**src/sv/set_assoc_page_map_fifo_defines.svh**
```systemverilog
// assertion macros for the set associative page map
`ifndef SET_ASSOC_PAGE_MAP_FIFO_DEFINES_SVH
`define SET_ASSOC_PAGE_MAP_FIFO_DEFINES_SVH

// same-cycle implication, disabled in reset
`define SAPM_ASSERT_IMP(lbl, ante, cons, msg) \
	lbl: assert property (@(posedge clk) disable iff (!arst_n) (ante) |-> (cons)) \
		else $error(msg);

// next-cycle implication, disabled in reset
`define SAPM_ASSERT_NXT(lbl, ante, cons, msg) \
	lbl: assert property (@(posedge clk) disable iff (!arst_n) (ante) |=> (cons)) \
		else $error(msg);

`endif

```
**src/sv/sapm_pkg.sv**
```systemverilog
// shared types and constants of the set associative page map
`default_nettype none

package sapm_pkg;

	localparam int unsigned ADDR_W      = 64;
	localparam int unsigned IN_PAY_W    = 32;
	localparam int unsigned OUT_PAY_W   = 32;
	localparam int unsigned WAY_OUT_W   = 2;
	localparam int unsigned DIGIT_W     = 16;
	localparam int unsigned SET_STEPS   = 2 * ADDR_W / DIGIT_W;
	localparam int unsigned STEP_CNT_W  = 4;

	localparam logic CMD_LOOKUP = 1'b0;
	localparam logic CMD_INSERT = 1'b1;

	typedef enum logic [1:0] {
		ST_CLEAR,
		ST_IDLE,
		ST_CALC,
		ST_COMPARE
	} state_t;

	typedef struct packed {
		logic clear;
		logic load;
		logic rd;
		logic finish;
	} ctrl_cmd_t;

	typedef struct packed {
		logic clear_last;
		logic calc_done;
		logic out_free;
	} ctrl_stat_t;

endpackage

`default_nettype wire

```
**src/sv/sapm_ctrl.sv**
```systemverilog
// controller state machine: clear pass, accept, set index, read, compare and write back
`default_nettype none

`include "set_assoc_page_map_fifo_defines.svh"

module sapm_ctrl (
	input  wire logic                  clk,
	input  wire logic                  arst_n,
	input  wire logic                  in_valid,
	output logic                       in_stall,
	input  wire sapm_pkg::ctrl_stat_t  st,
	output sapm_pkg::ctrl_cmd_t        cmd
);

	sapm_pkg::state_t state_q;
	sapm_pkg::state_t state_nxt;

	always_ff @(posedge clk or negedge arst_n) begin
		if (!arst_n) begin
			state_q <= sapm_pkg::ST_CLEAR;
		end else begin
			state_q <= state_nxt;
		end
	end

	always_comb begin
		state_nxt = state_q;
		unique case (state_q)
			sapm_pkg::ST_CLEAR: begin
				if (st.clear_last) begin
					state_nxt = sapm_pkg::ST_IDLE;
				end
			end
			sapm_pkg::ST_IDLE: begin
				if (in_valid) begin
					state_nxt = sapm_pkg::ST_CALC;
				end
			end
			sapm_pkg::ST_CALC: begin
				if (st.calc_done) begin
					state_nxt = sapm_pkg::ST_COMPARE;
				end
			end
			sapm_pkg::ST_COMPARE: begin
				if (st.out_free) begin
					state_nxt = sapm_pkg::ST_IDLE;
				end
			end
			default: state_nxt = sapm_pkg::ST_CLEAR;
		endcase
	end

	always_comb begin
		cmd        = '0;
		in_stall   = 1'b1;
		unique case (state_q)
			sapm_pkg::ST_CLEAR: begin
				cmd.clear = 1'b1;
			end
			sapm_pkg::ST_IDLE: begin
				in_stall = 1'b0;
				cmd.load = in_valid;
			end
			sapm_pkg::ST_CALC: begin
				cmd.rd = st.calc_done;
			end
			sapm_pkg::ST_COMPARE: begin
				cmd.finish = st.out_free;
			end
			default: cmd = '0;
		endcase
	end

	`SAPM_ASSERT_NXT(a_rd_then_compare, cmd.rd, state_q == sapm_pkg::ST_COMPARE, "read not followed by compare")
	`SAPM_ASSERT_NXT(a_load_then_calc, cmd.load, cmd.clear == 1'b0 && in_stall, "busy after transaction accepted")
	`SAPM_ASSERT_IMP(a_finish_free, cmd.finish, st.out_free && !cmd.rd, "finish with output slot busy")

endmodule

`default_nettype wire
```
**config.mk**
```make
export PLATFORM = sky130hd
export DESIGN_NAME = sapm_ctrl
export DESIGN_NICKNAME = d
export VERILOG_FILES = /design/src/sv/sapm_pkg.sv /design/src/sv/sapm_ctrl.sv
export VERILOG_INCLUDE_DIRS = /design/src /design/src/sv
export SDC_FILE = /design/constraint.sdc
export NUM_CORES = 1
export LEC_CHECK = 0
export ABC_CLOCK_PERIOD_IN_PS = 2700
export BUFFER_PORTS_ARGS = -buffer_cell sky130_fd_sc_hd__buf_2
export CAP_MARGIN = 25
export CORE_AREA = 2 2 39 41
export DETAILED_ROUTE_END_ITERATION = 7
export DIE_AREA = 0 0 41 43
export SKIP_CTS_REPAIR_TIMING = 1
export SYNTH_ARGS = -nofsm -noshare
export SYNTH_HDL_FRONTEND = slang
export SYNTH_SLANG_ARGS = --single-unit
export TNS_END_PERCENT = 5
```
**constraint.sdc**
```tcl
create_clock -name clk -period 2.7 [get_ports clk]
set_input_delay 0.54 -clock clk [delete_from_list [all_inputs] [get_ports clk]]
set_output_delay 0.54 -clock clk [all_outputs]
set_load 0.1 [all_outputs]
```
* Word level (Yosys, flattened, before mapping)
Cells that the tools add are included.
Storage, ports and cells: register bits after elaboration 2, input bits 6, output and inout port bits 5, logic and storage cells 20
Operators by class: equality and inequality tests 7, muxes and demuxes 10, reductions and logical operators 2
Operator list (count):
- 2-bit 2-to-1 mux | 4
- 2-bit != test (second input constant) | 4
- 2-bit case mux with 4 select lines | 1
- 1-bit 2-to-1 mux | 5
- 2-bit equality test (second input constant) | 2
- 4-bit AND reduction | 1
- 2-bit by 1-bit equality test with 1-bit output (second input constant) | 1
- 2-bit logical NOT | 1

* Longest topological paths before layout
word-level depth 3, depth in mapped cells 5

* Least setup slack after synthesis
OpenSTA, ideal clock, no wires.
path kind reg-to-reg, from register state_q[0], to register state_q[1], data arrival time 1.934 ns, data required time 2.575 ns, setup slack 0.641 ns, stages on the path, launching flop included 6, clock period less this slack 2.059 ns, cells stage by stage dfrtp_1 -> inv_1 -> ha_1 -> nand2b_1 -> o2111ai_4 -> mux2_4
Between the ends: cells in the longest elaborated chain, start to end 3, elaborated cells on any way between the ends 10, classes of those cells 7 x eq/ne; 1 x mux; 2 x reduce/logical
RTL lines:
- start, declared | line sapm_ctrl.sv:15 | sapm_pkg::state_t state_q;
- start signal, assigned | line sapm_ctrl.sv:20 | state_q <= sapm_pkg::ST_CLEAR;
- start signal, assigned | line sapm_ctrl.sv:22 | state_q <= state_nxt;
- 2-bit equality test, or another cell as far along | line sapm_ctrl.sv:28 | unique case (state_q)
- 2-bit != test (no source line)
- 4-bit AND reduction (no source line)
Several ways; a longest one is shown, not always the timed one. A chain may end at the register's enable or synchronous reset.

==> run_results.csv <==
group,metric,value,unit
timing,slew_headroom,68.0,%
synthesis,yosys-top-cells-area,"dfrtp_1, ha_1, o2111ai_4, and2_1, mux2_4",
min_path,hp-class,"input port to asynchronous set/reset pin",
worst_setup_path,rr_worst_depth,5,
layout,diodes,0,
global_routing,grt_pass1_vias,143,
synthesis,synth_largest_area_cell,"dfrtp_1",
layout,largest_reg_flops,2,
timing,maxSlewViolCount,0,
synthesis,synth_edf_count,0,
global_routing,grt_busiest_layer,"met2",
worst_setup_path,r2r_start,"state_q[1]",
layout,multi_input_area,141,µm²
layout,area_growth_syn_to_layout,45.7,%
worst_setup_path,crit_arrival,1.44,ns
synthesis,synth.top_cell.area_share,24.7,%
synthesis,synth-seq-cells,2,
route,vias,156,
synthesis,synth_most_common_cell,"ha_1",
synthesis,syn_inst,18,
global_routing,grt_use_met1,4.50,%
route,wl_per_cell,7.49,µm
floorplanning,ios,11,
layout,fin_util,21.3,%
global_routing,grt_use_met3,4.71,%
synthesis,syn-num-nets,28,
route,drc,0,
worst_setup_path,cp-startpoint,"state_q[1]",
synthesis,yosysUniqueCellTypes,10,
timing,finalSetupViolations,0,
route,ant_nets,0,
floorplanning,row_count,14,
synthesis,yosys-top-cells-count,"ha_1, and2_1, dfrtp_1, inv_1, nand2b_1",
global_routing,grt_max_degree,5,
clock_network,cts-root-buf,"clkbuf_4",
worst_setup_path,path_max_fanout,4,
layout,layout-drive-gt1-share,54.8,%
worst_setup_path,cp-start-kind,"flip-flop",
timing,fin_crit_sh,73.5,%
global_routing,grt_usage,5.42,%
synthesis,ys_seq_area_share,24.7,%
timing,finalCriticalPeriod,1.98,ns
worst_setup_path,regToRegEndpoint,"state_q[1]",
global_routing,grtUsageMet2,6.88,%
route,vias_per_cell,3.32,
clock_network,numCtsBuffers,3,
clock_network,clock_latency,0.22,ns
global_routing,antenna_found_initial,0,
clock_network,clkTransAtPathRegs,0.03,ns
clock_network,clockBufferDepth,2,
timing,hold_slack,0.0944,ns
synthesis,yosys_most_used_dff,"dfrtp_1",
synthesis,netlist_area,203,µm²
layout,nNetsFinal,43,
clock_network,htreeDepth,1,
route,drt-initial-drc-count,3,
place,io_buffers,10,
worst_setup_path,rrSetupSlack,1.29,ns
worst_setup_path,cpPeakStageDelay,0.41,ns
synthesis,yosysWarnings,0,
floorplanning,die_y,43,µm
layout,regMostFlops,"state_q",
worst_setup_path,worstPathRequired,2.16,ns
layout,ff_latch_area,50.0,µm²
clock_network,cts.sinks,2,
floorplanning,initial_utilization,14.6,%
timing,max_freq,504,MHz
worst_setup_path,endpoint_kind,"output port",
floorplanning,dieArea,1760,µm²
timing,hold_viol_final,0,
worst_setup_path,critPathKind,"flip-flop to output port",
timing,fin_skew,0.00169,ns
timing,worst_slew_pin_slew,0.484,ns
route,routed_wl,352,µm
worst_setup_path,crit_slowest_cell,"buf_2",
route,drtPass1Iterations,2,
outcome,status,"complete, no violations",
layout,fillCellCount,157,
clock_network,cts_tree,"done",
global_routing,overflow,0,
floorplanning,die_x,41,µm
global_routing,grt_pass1_wl,524,µm
floorplanning,core,1380,µm²
timing,setup_tns,0,ns
synthesis,synthArstFlopShare,100,%
synthesis,avgSynthCellArea,11.3,µm²
timing,rsz0062_at_grt,"false",
place,gp_congestion,0.605,
worst_setup_path,path_cells,"inv_1 -> ha_1 -> and2_1 -> buf_2",
run,maxCapViolCount,0,
layout,largestRegisters,"state_q: 2 flops",
==> logic make-up (layout without fill, tap and decap cells) <==
family	Yosys count	in the layout	share of synthesized area [%]
AOI/OAI and AO/OA	1	1	13.0
adders and majority gates	4	4	24.7
muxes	2	2	12.3
buffers and inverters	3	16	5.56
DFF	2	2	24.7
and+or+nand+nor	6	6	19.8
==> worst max path at each step <==
stage	endpoint	depth (start not counted)	slack, ns
final	cmd[2]	4	0.72
after global routing	cmd[2]	4	0.61
after CTS	cmd[2]	4	0.70
after detailed placement	cmd[2]	4	0.94
after global placement	cmd[2]	4	0.96
after floorplan	state_q[1]	5	0.64
==> layout make-up <==
| cell class | instances | area share (%) |
|---|---|---|
| multi-input cells | 13 | 47.9 |
| well taps | 16 | 6.78 |
| clock buffers | 3 | 7.63 |
| inverters | 3 | 3.81 |
| flip-flops and latches | 2 | 16.9 |
| repair buffers | 10 | 16.9 |
==> cell usage in the layout, fill, tap and decap left out <==
cell / count
ha_1: 4
inv_1: 2
mux2_4: 1
nand2b_1: 2
dfrtp_1: 2
nand2b_2: 1
clkbuf_4: 3
inv_2: 1
buf_2: 10
mux2i_1: 1
o2111ai_4: 1
and2_1: 3
==> through the flow <==
stage          worst slack [ns]  instances  instance area, µm²
2_1_floorplan             0.641         18                 203
3_3_place_gp              0.961         44                 273
3_5_place_dp              0.945         44                 273
4_1_cts                   0.702         47                 295
5_1_grt                   0.614         47                 295
6_report                  0.716         47                 295
==> metal layers <==
| metal | wire length (µm) | part of all wire [%] | vias up |
|---|---|---|---|
| li1 | - | - | 83 |
| met4 | 0 | 0 | 0 |
| met2 | 173 | 49 | 7 |
| met3 | 37 | 11 | 0 |
| met1 | 140 | 40 | 66 |
| met5 | 0 | 0 | - |
==> worst max-delay path: cells and delay by family, from the launching register on <==
kind / cells / cell delay [ns]
adders and majority gates: 1 / 0.19
buffers and inverters: 2 / 0.50
and+or+nand+nor: 1 / 0.13
DFF: 1 / 0.40
Power is left out: the tool's default activity adds up to more than one toggle a clock period on the data nets, which glitch-free logic cannot reach.
